`config.mk`:
```
export PLATFORM = sky130hd
export DESIGN_NAME = rcca_back
export DESIGN_NICKNAME = d
export VERILOG_FILES = /design/src/rtl/rounded_card_coverage_alpha_macros.svh /design/src/rtl/rcca_pkg.sv /design/src/rtl/rcca_back.sv
export SDC_FILE = /design/constraint.sdc
export NUM_CORES = 2
export LEC_CHECK = 0
export BUFFER_PORTS_ARGS = -buffer_cell sky130_fd_sc_hd__buf_2
export CAP_MARGIN = 20
export CORE_MARGIN = 1
export CORE_UTILIZATION = 30
export DETAILED_ROUTE_END_ITERATION = 8
export SLEW_MARGIN = 10
export SYNTH_ARGS = -nofsm -noshare
export SYNTH_HDL_FRONTEND = slang
export SYNTH_SLANG_ARGS = --single-unit
```
`constraint.sdc`:
```
create_clock -name clk -period 19.85 [get_ports clk]
set_input_delay 1.985 -clock clk [delete_from_list [all_inputs] [get_ports clk]]
set_output_delay 1.985 -clock clk [all_outputs]
set_load 0.02 [all_outputs]
```
`src/rtl/rounded_card_coverage_alpha_macros.svh`:
```
// Assertion helpers for the rounded card block.
// Each macro expects clk and rst_n to be visible where it is used.
`ifndef ROUNDED_CARD_COVERAGE_ALPHA_MACROS_SVH
`define ROUNDED_CARD_COVERAGE_ALPHA_MACROS_SVH

// Consequent must hold in the same cycle as the antecedent.
`define RCCA_ASSERT_NOW(label, ante, cons) \
    label: assert property (@(posedge clk) disable iff (!rst_n) (ante) |-> (cons)) \
        else $error("rounded card check failed");

// Consequent must hold in the cycle after the antecedent.
`define RCCA_ASSERT_NEXT(label, ante, cons) \
    label: assert property (@(posedge clk) disable iff (!rst_n) (ante) |=> (cons)) \
        else $error("rounded card check failed");

`endif

```
`src/rtl/rcca_pkg.sv`:
```
package rcca_pkg;

    localparam int CFG_IDX_W  = 3;
    localparam int CFG_DATA_W = 24;

    localparam int DIM_W    = 11;
    localparam int RADIUS_W = 10;
    localparam int BORDER_W = 8;
    localparam int COLOR_W  = 24;
    localparam int CH_W     = 8;
    localparam int COV_W    = 4;

    // Geometry in sixths of a pixel fits in this many bits.
    localparam int GEOM_W = 14;
    // Sample offsets from the corner center, and their squares.
    localparam int DX_W   = 15;
    localparam int SQ_W   = 28;
    // Blend and premultiply sums before the divide by nine.
    localparam int SUM_W  = 12;

    localparam int FRONT_STAGES = 5;
    localparam int BACK_STAGES  = 4;

    localparam int Q_DEPTH = 2;
    localparam int Q_PTR_W = 1;
    localparam int Q_CNT_W = 2;

    localparam logic [COV_W-1:0] COV_FULL = 4'd9;
    localparam logic [COV_W-1:0] COV_NONE = 4'd0;

    localparam logic [DIM_W-1:0]    CARD_WIDTH_RST    = 11'd180;
    localparam logic [DIM_W-1:0]    CARD_HEIGHT_RST   = 11'd44;
    localparam logic [RADIUS_W-1:0] CORNER_RADIUS_RST = 10'd10;
    localparam logic [BORDER_W-1:0] BORDER_WIDTH_RST  = 8'd1;
    localparam logic [DIM_W-1:0]    ACCENT_WIDTH_RST  = 11'd4;
    localparam logic [COLOR_W-1:0]  BORDER_COLOR_RST  = 24'h3A3A40;

    typedef enum logic [CFG_IDX_W-1:0] {
        CFG_CARD_WIDTH    = 3'd0,
        CFG_CARD_HEIGHT   = 3'd1,
        CFG_CORNER_RADIUS = 3'd2,
        CFG_BORDER_WIDTH  = 3'd3,
        CFG_ACCENT_WIDTH  = 3'd4,
        CFG_BORDER_COLOR  = 3'd5
    } cfg_idx_t;

    // Color of a pixel as it travels through the front part.
    typedef struct packed {
        logic [CH_W-1:0] blue;
        logic [CH_W-1:0] green;
        logic [CH_W-1:0] red;
        logic            acc_ok;
    } pix_t;

    // One queue entry: color, card coverage and border weight in ninths.
    typedef struct packed {
        logic [CH_W-1:0]  blue;
        logic [CH_W-1:0]  green;
        logic [CH_W-1:0]  red;
        logic [COV_W-1:0] cov;
        logic [COV_W-1:0] bweight;
    } qent_t;

    typedef struct packed {
        logic full;
        logic empty;
    } q_stat_t;

    // Load enables of the three coverage stages.
    typedef struct packed {
        logic ld_a;
        logic ld_b;
        logic ld_c;
    } cov_en_t;

    // Round-half-up divide by nine: floor((2n + 9) / 18) = floor((n + 4) / 9),
    // done by a reciprocal multiply that is exact for n below 2300.
    function automatic logic [CH_W-1:0] div9r(input logic [SUM_W-1:0] n);
        logic [SUM_W:0]   k;
        logic [24:0]      prod;
        k    = {1'b0, n} + 13'd4;
        prod = 25'(k) * 25'd7282;
        return prod[23:16];
    endfunction

endpackage

```
`src/rtl/rcca_back.sv`:
```
module rcca_back (
    input  logic                           clk,
    input  logic                           rst_n,
    input  rcca_pkg::q_stat_t              qstat,
    output logic                           pop,
    input  rcca_pkg::qent_t                pop_data,
    input  logic [rcca_pkg::COLOR_W-1:0]   border_color,
    output logic                           out_valid,
    input  logic                           out_stall,
    output logic [rcca_pkg::CH_W-1:0]      out_blue,
    output logic [rcca_pkg::CH_W-1:0]      out_green,
    output logic [rcca_pkg::CH_W-1:0]      out_red,
    output logic [rcca_pkg::CH_W-1:0]      out_alpha
);
    import rcca_pkg::*;

    localparam int NS = BACK_STAGES;
    localparam logic [SUM_W-1:0] NINE      = SUM_W'(9);
    localparam logic [SUM_W-1:0] ALPHA_MAX = SUM_W'(255);

    logic [NS-1:0] vld_reg;
    logic [NS-1:0] vld_next;
    logic [NS-1:0] rdy;

    logic [CH_W-1:0]  ch_in [3];
    logic [CH_W-1:0]  bc    [3];
    logic [SUM_W-1:0] blend [3];

    logic [SUM_W-1:0] b0_sum_reg [3];
    logic [COV_W-1:0] b0_cov_reg;
    logic [CH_W-1:0]  b1_c_reg [3];
    logic [COV_W-1:0] b1_cov_reg;
    logic [CH_W-1:0]  b2_c_reg [3];
    logic [SUM_W-1:0] b2_p_reg [3];
    logic [COV_W-1:0] b2_cov_reg;
    logic [CH_W-1:0]  out_ch_next [3];
    logic [CH_W-1:0]  out_ch_reg  [3];
    logic [CH_W-1:0]  alpha_next;
    logic [CH_W-1:0]  alpha_reg;

    always_comb
    begin
        rdy[NS-1] = !vld_reg[NS-1] || !out_stall;
        for (int k = NS - 2; k >= 0; k--)
        begin
            rdy[k] = !vld_reg[k] || rdy[k+1];
        end
    end

    always_comb
    begin
        vld_next = vld_reg;
        if (rdy[0])
        begin
            vld_next[0] = !qstat.empty;
        end
        for (int k = 1; k < NS; k++)
        begin
            if (rdy[k])
            begin
                vld_next[k] = vld_reg[k-1];
            end
        end
    end

    always_ff @(posedge clk or negedge rst_n)
    begin
        if (!rst_n)
        begin
            vld_reg <= '0;
        end
        else
        begin
            vld_reg <= vld_next;
        end
    end

    assign pop = rdy[0] && !qstat.empty;

    // Border blend; a zero weight leaves the channel as it is.
    always_comb
    begin
        ch_in[0] = pop_data.blue;
        ch_in[1] = pop_data.green;
        ch_in[2] = pop_data.red;
        bc[0]    = border_color[7:0];
        bc[1]    = border_color[15:8];
        bc[2]    = border_color[23:16];
        for (int i = 0; i < 3; i++)
        begin
            blend[i] = SUM_W'(ch_in[i]) * (NINE - SUM_W'(pop_data.bweight)) +
                       SUM_W'(bc[i]) * SUM_W'(pop_data.bweight);
        end
    end

    always_ff @(posedge clk)
    begin
        if (rdy[0])
        begin
            b0_sum_reg <= blend;
            b0_cov_reg <= pop_data.cov;
        end
        if (rdy[1])
        begin
            for (int i = 0; i < 3; i++)
            begin
                b1_c_reg[i] <= div9r(b0_sum_reg[i]);
            end
            b1_cov_reg <= b0_cov_reg;
        end
        if (rdy[2])
        begin
            for (int i = 0; i < 3; i++)
            begin
                b2_c_reg[i] <= b1_c_reg[i];
                b2_p_reg[i] <= SUM_W'(b1_c_reg[i]) * SUM_W'(b1_cov_reg);
            end
            b2_cov_reg <= b1_cov_reg;
        end
        if (rdy[3])
        begin
            out_ch_reg <= out_ch_next;
            alpha_reg  <= alpha_next;
        end
    end

    // Premultiply by coverage; outside pixels go to zero.
    always_comb
    begin
        for (int i = 0; i < 3; i++)
        begin
            if (b2_cov_reg == COV_NONE)
            begin
                out_ch_next[i] = '0;
            end
            else if (b2_cov_reg >= COV_FULL)
            begin
                out_ch_next[i] = b2_c_reg[i];
            end
            else
            begin
                out_ch_next[i] = div9r(b2_p_reg[i]);
            end
        end
        if (b2_cov_reg == COV_NONE)
        begin
            alpha_next = '0;
        end
        else if (b2_cov_reg >= COV_FULL)
        begin
            alpha_next = ALPHA_MAX[CH_W-1:0];
        end
        else
        begin
            alpha_next = div9r(SUM_W'(b2_cov_reg) * ALPHA_MAX);
        end
    end

    assign out_valid = vld_reg[NS-1];
    assign out_blue  = out_ch_reg[0];
    assign out_green = out_ch_reg[1];
    assign out_red   = out_ch_reg[2];
    assign out_alpha = alpha_reg;

endmodule

```
==> out/summary.txt <==
Worst setup SP type - flip-flop
Post-DRT Antenna Nets - 0
Post CTS Setup Buffer Count - 0
Drt pass-1 iters - 5
Root Driver - clkbuf_16
Number of distinct library cells after synthesis - 60
Ys flop type - edfxtp_1
CTS clk-pin slew, worst paths - 0.07 ns
I/O Buffers - 93
Clock skew - 0.01142 ns
# DRC - 0
CP max FO - 8
Grt ovf - 0
Post_cts resized - 0
Synthesis-to-layout area growth - 9.030%
# setup viols final - 0
RSZ-0062 raised after global routing - no
Cell repeated most along the worst path - fa_1
Synth area leaders - fa_1 (28%), ha_1 (25%), edfxtp_1 (16%)
Maximum clock rate - 118.6 MHz
Post-synthesis instance area - 30710 µm²
Min-delay worst type - reg2reg
Row cnt - 116
Slowest stage delay, CP - 0.70 ns
Die area - 103600 µm²
DRT Wirelength - 58.12 mm
Commonest cells in the netlist - inv_1 (674), ha_1 (616), fa_1 (425)
Vias in the first global route - 20.52k
Slew Viols, Final - 0
Initial DRC Count - 686
Share of cells above drive strength 1 - 5.426%
Initial antenna violation count - 5
Cts bufs inserted - 17
Ys async rst share - 2.381%
Deepest clock path buffer count - 2
Non-filler instance count after layout - 4493
Worst setup EP type - flip-flop
First-pass GRT wire length - 99.03 mm
Slew of the pin with the lowest slew margin - 1.045 ns
Slowest-stage cell, CP - fa_1
CP Class - reg2reg
Core box area - 100700 µm²
Cell family with most CP delay - adder cells
CTS tree - built
Vias per cell - 4.411
Largest net degree at the start of global routing - 66
Chip Height - 321.9 µm
Vias - 19.82k
Max-Cap Viols - 0
Global placement routability congestion - 0.8446
Routed WL per cell - 12.94 µm
EDFF count, synth - 164
CTS sink cnt - 168
Req. time, crit path - 20.11 ns
Total GRT Usage - 11.76%
Clk_lat worst skew - 0.47 ns
Slew HR - 29.80%
Post-synth top area cell - fa_1
Arrival time worst endpoint - 8.69 ns
Seq cells post-synth - 168
Count leader, synth - inv_1
Starting Density - 30.48%
Synth Area per Inst - 10.15 µm²
Dpl cells - 4457
Post-synth top area share - 27.71%
Die W - 321.9 µm
Status - completed
Top-level port count - 95
Register area share after synthesis - 16.36%
# hold bufs at CTS - 0
Buf+Inv Stages, Crit Path - 5
Tmin final - 8.429 ns
Syn Inst Count - 3026
Final Hold Viols - 0
Synth warnings - 0
Setup TNS - 0 ns
Max H-tree Level - 4
Fin crit share - 42.46%
Final nets - 4222
Detailed placement HPWL - 50.65 mm
-- logic make-up (layout without fill, tap and decap cells) --
logic type,Yosys count,after routing,share of synthesized area [%]
DFF,168,168,16.36
and+or+nand+nor,590,590,9.405
adders and majority gates,1043,1043,52.87
muxes,15,15,0.5257
other,1,8,0.01221
AOI/OAI and AO/OA,266,266,5.509
xor gates and xnor gates,232,232,6.618
buffers and inverters,711,814,8.692
-- area by class of cell --
cell class	instances	area, µm²
fill	10320	67250
multi-input combinational	2151	23040
clock inverter	12	140.1
timing repair buffer	108	585.6
antenna	3	7.507
sequential	168	5025
inverter	674	2530
tap	1357	1698
clock buffer	20	456.7
-- final timing paths --
check,to,slack (ns),cells after the start,startpoint
min reg2reg,b1_cov_reg[1]$_DFFE_PP_,0.42,0,b0_cov_reg[1]$_DFFE_PN_
max in group asynchronous,vld_reg[0]$_DFFE_PN0N_,18.43,1,rst_n
max,out_alpha[7]$_SDFFCE_PN0P_,11.42,29,b2_cov_reg[1]$_DFFE_PP_
max reg2reg,out_alpha[7]$_SDFFCE_PN0P_,11.42,29,b2_cov_reg[1]$_DFFE_PP_
min in group asynchronous,vld_reg[3]$_DFFE_PN0P_,1.30,1,rst_n
min,b1_cov_reg[1]$_DFFE_PP_,0.42,0,b0_cov_reg[1]$_DFFE_PN_
-- metrics by stage --
step	hold WS [ns]	area (µm²)	worst slack (ns)	utilization (%)
after floorplan	0.4003	30720	12.26	-
after global placement	0.4011	32860	11.42	32.62
after detailed placement	0.4061	32860	11.39	32.62
after CTS	0.4237	33460	11.35	33.21
after global routing	0.4255	33470	10.76	33.23
final	0.4218	33480	11.42	33.24
-- cells in the final DEF, fill, tap and decap left out, drive strengths merged, types with 4 or more instances in the layout --
master   instances
inv            678
ha             616
fa             425
nand2          217
xnor2          174
edfxtp         164
and2           134
buf            108
a21oi          102
nor2            68
nand3           62
xor2            58
o21ai           46
o21bai          28
a21o            26
nand2b          23
nor3            23
clkbuf          20
and3            15
nand4           14
nor2b           12
a31oi           11
o21a            10
mux2             9
mux2i            6
o22ai            6
a211oi           6
or2              6
or3              5
conb             5
a2111oi          4
nor4             4
o31ai            4
o211ai           4
dfrtp            4
-- layer usage --
layer	vias to the layer above	track usage, %	routed length [µm]
li1	9897	-	-
met1	9606	16.50	29080
met2	270	19.49	26340
met3	42	1.408	2109
met4	4	2.106	571
met5	-	0	19
Power is not shown: default switching activity piles up to over one toggle a cycle in this logic, so the estimate is an artifact.
