[config.mk]
export PLATFORM = sky130hd
export DESIGN_NAME = rcca_queue
export DESIGN_NICKNAME = d
export VERILOG_FILES = /design/src/rtl/rounded_card_coverage_alpha_macros.svh /design/src/rtl/rcca_pkg.sv /design/src/rtl/rcca_queue.sv
export SDC_FILE = /design/constraint.sdc
export NUM_CORES = 1
export LEC_CHECK = 0
export ABC_AREA = 1
export BUFFER_PORTS_ARGS = -buffer_cell sky130_fd_sc_hd__buf_4
export CAP_MARGIN = 5
export CORE_MARGIN = 3
export CORE_UTILIZATION = 45
export DETAILED_ROUTE_END_ITERATION = 8
export GPL_TIMING_DRIVEN = 0
export PLACE_DENSITY_LB_ADDON = 0.1
export SYNTH_ARGS = -nofsm -noshare
export SYNTH_HDL_FRONTEND = slang
export SYNTH_SLANG_ARGS = --single-unit
[constraint.sdc]
create_clock -name clk -period 2.6 [get_ports clk]
set_clock_uncertainty 0.2 [all_clocks]
set_input_delay 0.13 -clock clk [delete_from_list [all_inputs] [get_ports clk]]
set_output_delay 0.13 -clock clk [all_outputs]
set_load 0.01 [all_outputs]
[src/rtl/rounded_card_coverage_alpha_macros.svh]
// Assertion helpers for the rounded card block.
// Each macro expects clk and rst_n to be visible where it is used.
`ifndef ROUNDED_CARD_COVERAGE_ALPHA_MACROS_SVH
`define ROUNDED_CARD_COVERAGE_ALPHA_MACROS_SVH

// Consequent must hold in the same cycle as the antecedent.
`define RCCA_ASSERT_NOW(label, ante, cons) \
    label: assert property (@(posedge clk) disable iff (!rst_n) (ante) |-> (cons)) \
        else $error("rounded card check failed");

// Consequent must hold in the cycle after the antecedent.
`define RCCA_ASSERT_NEXT(label, ante, cons) \
    label: assert property (@(posedge clk) disable iff (!rst_n) (ante) |=> (cons)) \
        else $error("rounded card check failed");

`endif

[src/rtl/rcca_pkg.sv]
package rcca_pkg;

    localparam int CFG_IDX_W  = 3;
    localparam int CFG_DATA_W = 24;

    localparam int DIM_W    = 11;
    localparam int RADIUS_W = 10;
    localparam int BORDER_W = 8;
    localparam int COLOR_W  = 24;
    localparam int CH_W     = 8;
    localparam int COV_W    = 4;

    // Geometry in sixths of a pixel fits in this many bits.
    localparam int GEOM_W = 14;
    // Sample offsets from the corner center, and their squares.
    localparam int DX_W   = 15;
    localparam int SQ_W   = 28;
    // Blend and premultiply sums before the divide by nine.
    localparam int SUM_W  = 12;

    localparam int FRONT_STAGES = 5;
    localparam int BACK_STAGES  = 4;

    localparam int Q_DEPTH = 2;
    localparam int Q_PTR_W = 1;
    localparam int Q_CNT_W = 2;

    localparam logic [COV_W-1:0] COV_FULL = 4'd9;
    localparam logic [COV_W-1:0] COV_NONE = 4'd0;

    localparam logic [DIM_W-1:0]    CARD_WIDTH_RST    = 11'd180;
    localparam logic [DIM_W-1:0]    CARD_HEIGHT_RST   = 11'd44;
    localparam logic [RADIUS_W-1:0] CORNER_RADIUS_RST = 10'd10;
    localparam logic [BORDER_W-1:0] BORDER_WIDTH_RST  = 8'd1;
    localparam logic [DIM_W-1:0]    ACCENT_WIDTH_RST  = 11'd4;
    localparam logic [COLOR_W-1:0]  BORDER_COLOR_RST  = 24'h3A3A40;

    typedef enum logic [CFG_IDX_W-1:0] {
        CFG_CARD_WIDTH    = 3'd0,
        CFG_CARD_HEIGHT   = 3'd1,
        CFG_CORNER_RADIUS = 3'd2,
        CFG_BORDER_WIDTH  = 3'd3,
        CFG_ACCENT_WIDTH  = 3'd4,
        CFG_BORDER_COLOR  = 3'd5
    } cfg_idx_t;

    // Color of a pixel as it travels through the front part.
    typedef struct packed {
        logic [CH_W-1:0] blue;
        logic [CH_W-1:0] green;
        logic [CH_W-1:0] red;
        logic            acc_ok;
    } pix_t;

    // One queue entry: color, card coverage and border weight in ninths.
    typedef struct packed {
        logic [CH_W-1:0]  blue;
        logic [CH_W-1:0]  green;
        logic [CH_W-1:0]  red;
        logic [COV_W-1:0] cov;
        logic [COV_W-1:0] bweight;
    } qent_t;

    typedef struct packed {
        logic full;
        logic empty;
    } q_stat_t;

    // Load enables of the three coverage stages.
    typedef struct packed {
        logic ld_a;
        logic ld_b;
        logic ld_c;
    } cov_en_t;

    // Round-half-up divide by nine: floor((2n + 9) / 18) = floor((n + 4) / 9),
    // done by a reciprocal multiply that is exact for n below 2300.
    function automatic logic [CH_W-1:0] div9r(input logic [SUM_W-1:0] n);
        logic [SUM_W:0]   k;
        logic [24:0]      prod;
        k    = {1'b0, n} + 13'd4;
        prod = 25'(k) * 25'd7282;
        return prod[23:16];
    endfunction

endpackage

[src/rtl/rcca_queue.sv]
module rcca_queue (
    input  logic              clk,
    input  logic              rst_n,
    input  logic              push,
    input  rcca_pkg::qent_t   push_data,
    input  logic              pop,
    output rcca_pkg::qent_t   pop_data,
    output rcca_pkg::q_stat_t qstat
);
    import rcca_pkg::*;

    qent_t               mem_reg [Q_DEPTH];
    logic [Q_PTR_W-1:0]  wr_ptr_reg;
    logic [Q_PTR_W-1:0]  rd_ptr_reg;
    logic [Q_CNT_W-1:0]  cnt_reg;
    logic [Q_CNT_W-1:0]  cnt_next;

    always_comb
    begin
        cnt_next = cnt_reg;
        if (push && !pop)
        begin
            cnt_next = cnt_reg + 2'd1;
        end
        else if (pop && !push)
        begin
            cnt_next = cnt_reg - 2'd1;
        end
    end

    always_ff @(posedge clk or negedge rst_n)
    begin
        if (!rst_n)
        begin
            wr_ptr_reg <= '0;
            rd_ptr_reg <= '0;
            cnt_reg    <= '0;
        end
        else
        begin
            if (push)
            begin
                wr_ptr_reg <= wr_ptr_reg + 1'b1;
            end
            if (pop)
            begin
                rd_ptr_reg <= rd_ptr_reg + 1'b1;
            end
            cnt_reg <= cnt_next;
        end
    end

    always_ff @(posedge clk)
    begin
        if (push)
        begin
            mem_reg[wr_ptr_reg] <= push_data;
        end
    end

    assign pop_data    = mem_reg[rd_ptr_reg];
    assign qstat.full  = (cnt_reg == Q_CNT_W'(Q_DEPTH));
    assign qstat.empty = (cnt_reg == '0);

endmodule

==> results.py, run 1 <==
metrics = {
    "critical_path": {
        "critPathKind": "in -> reg",
        "timing.critical_path.to_type": "register",
        "start_kind": "input port",
        "critical_path.max_fanout": 32,
        "cp_data_arrival_time_ps": 1720,
        "critPathRequiredTime_ps": 2330,
    },
    "layout": {
        "num_antenna_cells": 0,
        "finish.instance_area_sq_mm": 0.00380,
        "instances_no_fill": 318,
        "count_of_nets_after_finishing": 278,
        "area_growth_syn_to_layout_pct": 42.2,
        "post_route_cells_drive_above_1_share_pct": 47.2,
        "largest_register_ff_count": 64,
    },
    "route": {
        "post_drt_wl_per_cell_um": 13.5,
        "routed-via-count": 1443,
        "detail-route-antenna-nets": 0,
        "drt_first_pass_iters": 4,
        "wirelength_mm": 4.30,
        "drc": 0,
        "detailedRoute.firstIterationViolations": 66,
        "vias_per_cell": 4.54,
    },
    "floorplan": {
        "core_area_sq_mm": 0.00561,
        "std_cell_rows": 27,
        "die_area_sq_mm": 0.00689,
        "die_h_um": 83.0,
        "floorplan.io_pins": 70,
        "dieWidth_um": 83.0,
        "initial_utilization_pct": 47.6,
    },
    "yosys": {
        "postSynthRegisterBits": 68,
        "synth_area_leaders": "edfxtp_1, mux2_4, dfrtp_1, buf_12, mux2_2",
        "postSynthNetCount": 162,
        "postSynthAreaPerCell_sq_um": 21.4,
        "synth_top_area_share_pct": 72.0,
        "ys_warn_count": 0,
        "synth_largest_area_cell": "edfxtp_1",
        "post_synth_inst_count": 125,
        "synth.yosys.seq_area_share_pct": 75.8,
        "post_synth_num_cell_types": 14,
        "synthesis.area_sq_mm": 0.00267,
    },
    "sta": {
        "slew-limit-headroom_pct": 17.8,
        "fin_tns_setup_ps": 0,
        "worstMarginPinSlew_ps": 1230,
        "rsz0062_at_grt": "no",
        "finalSetupViolCount": 0,
        "final.hold.worst_slack_ps": 323,
        "final_hold_viol_count": 0,
        "max_freq_ghz": 0.501,
        "fin_crit_sh_pct": 76.8,
        "count_of_final_max_slew_check_failures": 0,
        "timing.final.crit_period_ps": 2000,
    },
    "global_routing": {
        "antenna_found_initial": 0,
        "grt-ovfl-total": 0,
        "pin_count_of_the_biggest_net_entering_global_routing": 33,
        "grt_pass1_wl_mm": 7.22,
        "globalRouteTotalUtil_pct": 13.3,
        "via_count_of_the_first_global_routing_pass": 1603,
    },
    "clock_network": {
        "cts_tree": "done",
        "clkTransAtPathRegs_ps": 60,
        "cts_made_buffers": 9,
        "cts-htree-levels": 3,
        "cts_num_sinks": 68,
        "max-clock-path-buffers": 2,
        "worst_skew_pair.late_latency_ps": 320,
        "ctsResizeCount": 0,
        "cts.root.buffer_cell": "clkbuf_8",
    },
    "worst_hold_path": {
        "hold_path.class": "reg -> reg",
    },
    "status": {
        "run_status": "finished, final reports clean",
    },
    "placement": {
        "gp_congestion": 0.691,
        "dpl-instance-area_sq_mm": 0.00328,
        "dp.final_hpwl_mm": 2.78,
        "io_buffer_count": 69,
        "place.detailed.instances": 266,
    },
    "run": {
        "cap_viol_max_count": 0,
    },
    "pwr": {
        "leakage_uw": 0.00157,
        "power.density_cell_area_mw_per_mm2": 945,
        "ir_worst_vdd_mv": 0.605,
        "fin_total_pwr_uw": 3590,
    },
}
==> worst paths after layout <==
| kind | startpoint | endpoint | slack (ps) | depth (start not counted) |
|---|---|---|---|---|
| max in group asynchronous | rst_n | wr_ptr_reg | 1530 | 3 |
| min reg2reg | cnt_reg[1] | cnt_reg[1] | 320 | 2 |
| min in group asynchronous | rst_n | rd_ptr_reg | 500 | 3 |
| max | push | mem_reg[1][27] | 600 | 4 |
| max reg2reg | wr_ptr_reg | mem_reg[1][27] | 620 | 2 |
| min | cnt_reg[1] | cnt_reg[1] | 320 | 2 |
==> worst max-delay path, stage by stage <==
cell,delay (ps)
dlygate4sd3_1,520
buf_4,120
nand2_1,50
inv_1,890
==> routing by layer <==
layer	up-vias	GRT usage, %	wire (um)
met2	48	23.5	2280
li1	702	-	-
met4	0	5.79	51
met1	687	14.6	1690
met3	6	4.07	278
met5	-	0	0
==> per-stage QoR <==
stage,worst slack (ps),util [%]
finish,604,67.7
global route,472,67.7
CTS,542,67.7
detailed placement,554,58.6
global placement,-480,58.4
floorplan,213,-
==> cells by family (layout without fill, tap and decap cells) <==
logic type | count (synthesis) | after routing | share of synthesized area, %
simple gates | 10 | 10 | 1.55
mux | 32 | 32 | 17.6
buf+inv | 11 | 132 | 3.66
flops | 68 | 68 | 75.8
fa+ha+maj | 1 | 1 | 0.469
xor+xnor | 3 | 3 | 0.985
==> Yosys cell counts, drive strengths merged <==
cell    count
buf         4
dfrtp       4
edfxtp     64
ha          1
inv         7
mux2       32
nand2       5
nand3       1
nand4       1
nor2        3
xnor2       1
xor2        2
==> timing repair <==
item                                   in CTS  in global routing
buffers inserted                            0                  0
hold buffers                               36                  0
endpoints found under the hold margin      71                  0
==> power breakdown <==
| group | switching, uW | internal [uW] | leakage [uW] |
|---|---|---|---|
| registers | 72.6 | 1460 | 0.000648 |
| clock network | 339 | 336 | 0.0000769 |
| logic | 569 | 806 | 0.000845 |
==> final cells by class <==
cell class	count	area (sq um)
buffer	4	71.3
clock inverter	4	16.3
multi-input combinational	46	557
fill	383	1810
tap	72	90.1
inverter	7	26.3
clock buffer	12	135
timing repair buffer	105	878
sequential	68	2020
==> placed cells by master, fill, tap and decap left out, drive strengths merged <==
cell type,netlist,layout
buf,4,73
clkbuf,0,12
clkinv,0,4
dfrtp,4,4
dlygate4sd3,0,36
edfxtp,64,64
ha,1,1
inv,7,7
mux2,32,32
nand2,5,5
nand3,1,1
nand4,1,1
nor2,3,3
xnor2,1,1
xor2,2,2
Power figures use the tool's default switching activity.
==> run 2, diff against run 1 <==
--- a/config.mk
+++ b/config.mk
@@ -5,7 +5,7 @@
 export SDC_FILE = /design/constraint.sdc
 export NUM_CORES = 1
 export LEC_CHECK = 0
-export ABC_AREA = 1
+export ABC_AREA = 0
 export BUFFER_PORTS_ARGS = -buffer_cell sky130_fd_sc_hd__buf_4
 export CAP_MARGIN = 5
 export CORE_MARGIN = 3
==> constraint.sdc (replaced) <==
create_clock -name clk -period 1.75 [get_ports clk]
set_clock_uncertainty 0.2 [all_clocks]
set_input_delay 0.0875 -clock clk [delete_from_list [all_inputs] [get_ports clk]]
set_output_delay 0.0875 -clock clk [all_outputs]
set_load 0.01 [all_outputs]
==> run 2 against run 1 <==
  * Largest power group is now combinational cells
  * Core utilization grew 4.8 points
  * Highest routed layer unchanged
  * Worst setup slack worse by 660 ps
  * Total power increased by 70%
  * Wire length is 18% higher
  * Combinational power is 91% higher
  * Cell count is 0.31% lower
  * Register-to-register slack worse by 680 ps
  * The run now ends with setup timing left
==> results.py, run 2 <==
metrics = {
    "critical_path": {
        "critical_path.startpoint": "wr_ptr_reg",
        "crit-reg2reg-launch": "wr_ptr_reg",
        "cpLargestDelayFamily": "simple AND/OR/NAND/NOR gates",
        "endpoint": "mem_reg[0][13]",
        "ff2ff_setup_slack_ps": -60,
        "timing.critical_path.to_type": "register",
        "critPathRequiredTime_ps": 1500,
        "reg2regPathDepth": 1,
        "path_buf_inv": 0,
        "max_stage_delay_ps": 770,
        "r2r_end": "mem_reg[0][13]",
        "critical_path.max_fanout": 16,
        "number_of_stages_on_the_worst_setup_path": 1,
        "start_kind": "register",
        "critical_path.cell_chain": "nor2b_2",
        "cp_data_arrival_time_ps": 1560,
        "critPathKind": "reg -> reg",
        "critPathSlowestCell": "nor2b_2",
    },
    "yosys": {
        "postSynthNetCount": 153,
        "post_synth_num_cell_types": 13,
        "postSynth.topFlopCell": "edfxtp_1",
        "synth.yosys.seq_area_share_pct": 76.3,
        "async_flop_share_pct": 5.88,
        "postSynthRegisterBits": 68,
        "synth_largest_area_cell": "edfxtp_1",
        "number_of_enable_flip_flop_cells_after_synthesis": 64,
        "ys_warn_count": 0,
        "post-synth-top-count-cell": "edfxtp_1",
        "postSynthAreaPerCell_sq_um": 22.8,
        "post_synth_inst_count": 116,
        "synth_commonest_cells": "edfxtp_1, mux2_4, dfrtp_1, xor2_1",
        "synthesis.area_sq_mm": 0.00265,
        "synth_top_area_share_pct": 72.6,
        "synth_area_leaders": "edfxtp_1, mux2_4, dfrtp_1, buf_12, xor2_1",
    },
    "clock_network": {
        "clkTransAtPathRegs_ps": 60,
        "cts-htree-levels": 3,
        "cts_made_buffers": 9,
        "worst_skew_pair.late_latency_ps": 320,
        "cts_num_sinks": 68,
        "max-clock-path-buffers": 2,
        "cts_tree": "done",
        "cts.root.buffer_cell": "clkbuf_8",
    },
    "pwr": {
        "clkPwrFrac_pct": 18.9,
        "power_report.internal_total_uw": 4480,
        "power.density_cell_area_mw_per_mm2": 1500,
        "power_switching_share_pct": 26.5,
        "leakage_uw": 0.00166,
        "comb_power_share_pct": 43.2,
        "reg_power_share_pct": 37.9,
        "ir_worst_vdd_mv": 0.850,
        "switchingPower_uw": 1620,
    },
    "route": {
        "drc": 0,
        "post_drt_wl_per_cell_um": 16.0,
        "detailedRoute.firstIterationViolations": 46,
        "drt_first_pass_iters": 4,
        "wirelength_mm": 5.08,
        "detail-route-antenna-nets": 0,
        "vias_per_cell": 4.62,
        "routed-via-count": 1465,
    },
    "global_routing": {
        "grt_pass1_wl_mm": 6.90,
        "grt-ovfl-total": 0,
        "antenna_found_initial": 0,
        "pin_count_of_the_biggest_net_entering_global_routing": 33,
        "globalRouteTotalUtil_pct": 14.6,
        "via_count_of_the_first_global_routing_pass": 1514,
    },
    "placement": {
        "dp.final_hpwl_mm": 2.85,
        "io_buffer_count": 69,
        "gp_congestion": 0.596,
        "pre_cts_ws_ps": -59.8,
    },
    "sta": {
        "slew-limit-headroom_pct": 37.1,
        "max_freq_ghz": 0.552,
        "rsz0062_at_grt": "yes",
        "worstMarginPinSlew_ps": 939,
        "final.hold.worst_slack_ps": 88.8,
        "timing.final.crit_period_ps": 1810,
        "fin_ws_ps": -60.2,
        "finalSetupViolCount": 77,
        "fin_crit_sh_pct": 103,
        "count_of_final_max_slew_check_failures": 0,
        "final_hold_viol_count": 0,
    },
    "layout": {
        "num_antenna_cells": 0,
        "largest_register_ff_count": 64,
        "final_common_cell": "edfxtp_1",
        "mostFrequentLayoutCells": "edfxtp_1, buf_4, dlygate4sd3_1, buf_6, mux2_4",
        "fillers": 387,
        "layout.area.seq_sq_mm": 0.00202,
        "post_route_cells_drive_above_1_share_pct": 51.4,
        "area_growth_syn_to_layout_pct": 53.5,
        "multiInputGateArea_sq_um": 569,
        "count_of_nets_after_finishing": 278,
    },
    "floorplan": {
        "die_area_sq_mm": 0.00684,
        "core_area_sq_mm": 0.00561,
        "die_h_um": 82.7,
        "initial_utilization_pct": 47.2,
        "dieWidth_um": 82.7,
        "std_cell_rows": 27,
        "floorplan.io_pins": 70,
    },
    "worst_hold_path": {
        "hold_path.class": "in -> reg",
        "worst_hold_path_cell_count": 2,
    },
    "status": {
        "violated_checks": "setup timing",
        "run_status": "finished, violations left",
    },
    "run": {
        "cap_viol_max_count": 0,
    },
}
-- run 2: cell count changes after synthesis --
cell / delta
inv_1: -6
nor2b_1: +2
nor2_1: -1
nand3_1: -1
nand4_1: -1
xor2_1: +2
and2_1: +1
nand2_1: -5
-- run 2: stage by stage --
| step | setup TNS [ps] | area, sq um | instances | total power [uW] | util (%) |
|---|---|---|---|---|---|
| after detailed placement | -1870 | 3270 | 257 | 4340 | 58.2 |
| after CTS | -2400 | 3820 | 310 | 5590 | 68.1 |
| final | -1860 | 4070 | 317 | 6090 | 72.5 |
| after global routing | -10050 | 4070 | 317 | 6390 | 72.5 |
| after global placement | -841 | 3270 | 257 | 4300 | 58.2 |
| after floorplan | 0 | 2660 | 116 | 3580 | - |
-- run 2: layout make-up --
class / instances / area share (%)
sequential: 68 / 49.8
timing repair buffer: 113 / 27.7
multi-input combinational: 44 / 14.0
clock buffer: 11 / 3.23
tap: 72 / 2.22
buffer: 4 / 1.97
clock inverter: 4 / 1.02
inverter: 1 / 0.0923
-- run 2: repair_timing --
action | 4_1_cts | 5_1_grt
setup buffers | 1 | 2
gates cloned | 0 | 5
gates resized for setup | 0 | 34
hold buffers | 37 | 0
endpoints found under the setup margin | 63 | 93
pin swaps | 0 | 0
hold endpoints to repair | 71 | 0
-- run 2: kinds of logic after synthesis --
logic type,synth area share (%)
xor+xnor,1.65
fa+ha+maj,0.472
buf+inv,2.83
flops,76.3
mux,17.7
simple gates,0.992
-- run 2: routing by layer --
metal / global-route usage [%] / share of wire (%) / vias to the layer above
met2: 25.6 / 56 / 45
met4: 9.80 / 1.7 / 0
met3: 3.69 / 4.8 / 8
met1: 15.3 / 37 / 711
met5: 0 / 0 / -
li1: - / - / 701
-- run 2: worst min path at each step --
stage	from	to	slack (ps)
2_1_floorplan	rst_n	cnt_reg[0]	-410
3_5_place_dp	rst_n	rd_ptr_reg	-320
5_1_grt	push	mem_reg[0][6]	90
6_report	push	mem_reg[0][6]	90
4_1_cts	push	mem_reg[0][10]	160
3_3_place_gp	rst_n	cnt_reg[1]	-320
-- run 2: power groups by stage --
stage	sequential, uW	clock [uW]	combinational (uW)
after floorplan	2290	0	1290
after global placement	2300	0	2000
after detailed placement	2330	0	2010
after CTS	2290	1180	2110
after global routing	2350	1240	2800
final	2310	1150	2630
==> run 3, diff against run 2 <==
==> constraint.sdc (replaced) <==
create_clock -name clk -period 1.56 [get_ports clk]
set_clock_uncertainty 0.2 [all_clocks]
set_input_delay 0.078 -clock clk [delete_from_list [all_inputs] [get_ports clk]]
set_output_delay 0.078 -clock clk [all_outputs]
set_load 0.01 [all_outputs]
==> run 3 against run 2 <==
  * The flow still finishes with violations (setup timing)
  * Combinational power increased by 6%
  * Design area decreased by 0.86%
  * Clock power increased by 11%
  * Wire length decreased by 3.8%
  * Core utilization decreased by 0.62 points
  * Sequential power increased by 12%
  * Sequential share of layout area increased by 0.43 points
  * Die area unchanged
  * Total power increased by 9.1%
  * Cell count decreased by 0.32%
  * Critical path depth increased by 3
  * Largest cell class unchanged
==> results.py, run 3 (synthesis results as in run 2) <==
metrics = {
    "clock_network": {
        "cts_made_buffers": 9,
        "cts-htree-levels": 3,
        "cts_num_sinks": 68,
        "clkTransAtPathRegs_ps": 60,
        "cts.root.buffer_cell": "clkbuf_8",
        "max-clock-path-buffers": 2,
        "cts_tree": "done",
        "worst_skew_pair.late_latency_ps": 320,
    },
    "sta": {
        "fin_crit_sh_pct": 109,
        "fin_ws_ps": -136,
        "fin_tns_setup_ps": -3970,
        "slew-limit-headroom_pct": 82.9,
        "count_of_final_max_slew_check_failures": 0,
        "max_freq_ghz": 0.590,
        "finalSetupViolCount": 31,
        "worstMarginPinSlew_ps": 256,
        "final_hold_viol_count": 0,
        "final.hold.worst_slack_ps": 105,
        "timing.final.crit_period_ps": 1700,
        "rsz0062_at_grt": "yes",
    },
    "worst_hold_path": {
        "min_from": "push",
        "hold_path.class": "in -> reg",
    },
    "critical_path": {
        "critPathKind": "reg -> out",
        "ff2ff_setup_slack_ps": 40,
        "critPathRequiredTime_ps": 1280,
        "timing.critical_path.to_type": "output port",
        "critPathSlowestCell": "dfrtp_1",
        "crit-reg2reg-launch": "wr_ptr_reg",
        "critical_path.startpoint": "rd_ptr_reg",
        "reg2regPathDepth": 2,
        "max_stage_delay_ps": 370,
        "cp_data_arrival_time_ps": 1420,
        "start_kind": "register",
        "critical_path.cell_chain": "buf_6 -> buf_12 -> mux2_4 -> buf_6",
        "endpoint": "pop_data[31]",
        "critical_path.max_fanout": 10,
        "critical-path-top-cell-by-count": "buf_6",
        "r2r_end": "wr_ptr_reg",
    },
    "floorplan": {
        "die_h_um": 82.7,
        "die_area_sq_mm": 0.00684,
        "core_area_sq_mm": 0.00561,
        "initial_utilization_pct": 47.2,
        "std_cell_rows": 27,
        "floorplan.io_pins": 70,
        "dieWidth_um": 82.7,
    },
    "global_routing": {
        "grt-ovfl-total": 0,
        "via_count_of_the_first_global_routing_pass": 1544,
        "globalRouteTotalUtil_pct": 15.1,
        "pin_count_of_the_biggest_net_entering_global_routing": 33,
        "antenna_found_initial": 0,
        "grt_pass1_wl_mm": 7.18,
    },
    "placement": {
        "place.detailed.instances": 257,
        "io_buffer_count": 69,
        "gp_congestion": 0.596,
        "dp.final_hpwl_mm": 2.85,
    },
    "layout": {
        "mostFrequentLayoutCells": "edfxtp_1, buf_4, dlygate4sd3_1, buf_6, mux2_4",
        "final_core_utilization_pct": 71.9,
        "post_route_cells_drive_above_1_share_pct": 51.2,
        "largest_register_ff_count": 64,
        "count_of_nets_after_finishing": 277,
        "instances_no_fill": 316,
        "num_antenna_cells": 0,
        "final_common_cell": "edfxtp_1",
        "area_growth_syn_to_layout_pct": 52.2,
    },
    "route": {
        "drc": 0,
        "drt_first_pass_iters": 4,
        "wirelength_mm": 4.88,
        "detailedRoute.firstIterationViolations": 29,
        "routed-via-count": 1431,
        "vias_per_cell": 4.53,
        "post_drt_wl_per_cell_um": 15.5,
        "detail-route-antenna-nets": 0,
    },
    "pwr": {
        "power.density_cell_area_mw_per_mm2": 1650,
        "fin_total_pwr_uw": 6650,
        "leakage_uw": 0.00165,
        "ir_worst_vdd_mv": 0.983,
    },
    "status": {
        "violated_checks": "setup timing",
        "run_status": "finished, violations left",
    },
    "run": {
        "cap_viol_max_count": 0,
    },
}
## run 3: stage by stage
stage | setup WS, ps | area, sq um
finish | -136 | 4030
detailed placement | -250 | 3270
global route | -199 | 4030
global placement | -218 | 3270
floorplan | 38.4 | 2660
CTS | -264 | 3960
## run 3: how the worst min path moves through the flow
stage                     depth (start not counted)             end  slack [ps]
after floorplan                                   0      cnt_reg[0]        -420
after global placement                            1      cnt_reg[1]        -330
after detailed placement                          1      rd_ptr_reg        -320
after CTS                                         2  mem_reg[0][10]         150
after global routing                              2   mem_reg[1][2]         100
final                                             2  mem_reg[1][30]         110
## run 3: layout make-up
class                           count  area [sq um]
Sequential cell                    68          2020
Fill cell                         389          1580
Timing Repair Buffer              111          1070
Multi-Input combinational cell     45           596
Clock buffer                       11           131
Tap cell                           72          90.1
Buffer                              4          71.3
Clock inverter                      4          41.3
Inverter                            1          3.75
## run 3: critical path: cells and delay by family, from the launching register on
| family | cells | cell delay (ps) |
|---|---|---|
| flops | 1 | 370 |
| buf+inv | 3 | 410 |
| mux | 1 | 300 |
## run 3: power by group
part / switching, uW / total [uW] / internal [uW]
sequential: 147 / 2580 / 2430
combinational: 1060 / 2790 / 1730
clock: 566 / 1280 / 715
## run 3: per-layer routing
metal | up-vias | track usage (%) | wire length [um] | part of all wire [%]
li1 | 697 | - | - | -
met1 | 679 | 16.1 | 1960 | 40
met2 | 47 | 26.2 | 2650 | 54
met3 | 8 | 3.80 | 201 | 4.1
met4 | 0 | 9.80 | 77 | 1.6
met5 | - | 0 | 0 | 0
## run 3: what timing repair did
action                                 4_1_cts  5_1_grt
pin swaps                                    0        2
setup buffers                                3        2
setup endpoints to repair                   96       96
hold buffers                                37        0
gates cloned                                 0        2
endpoints found under the hold margin       71        0
resized for setup                           35        5
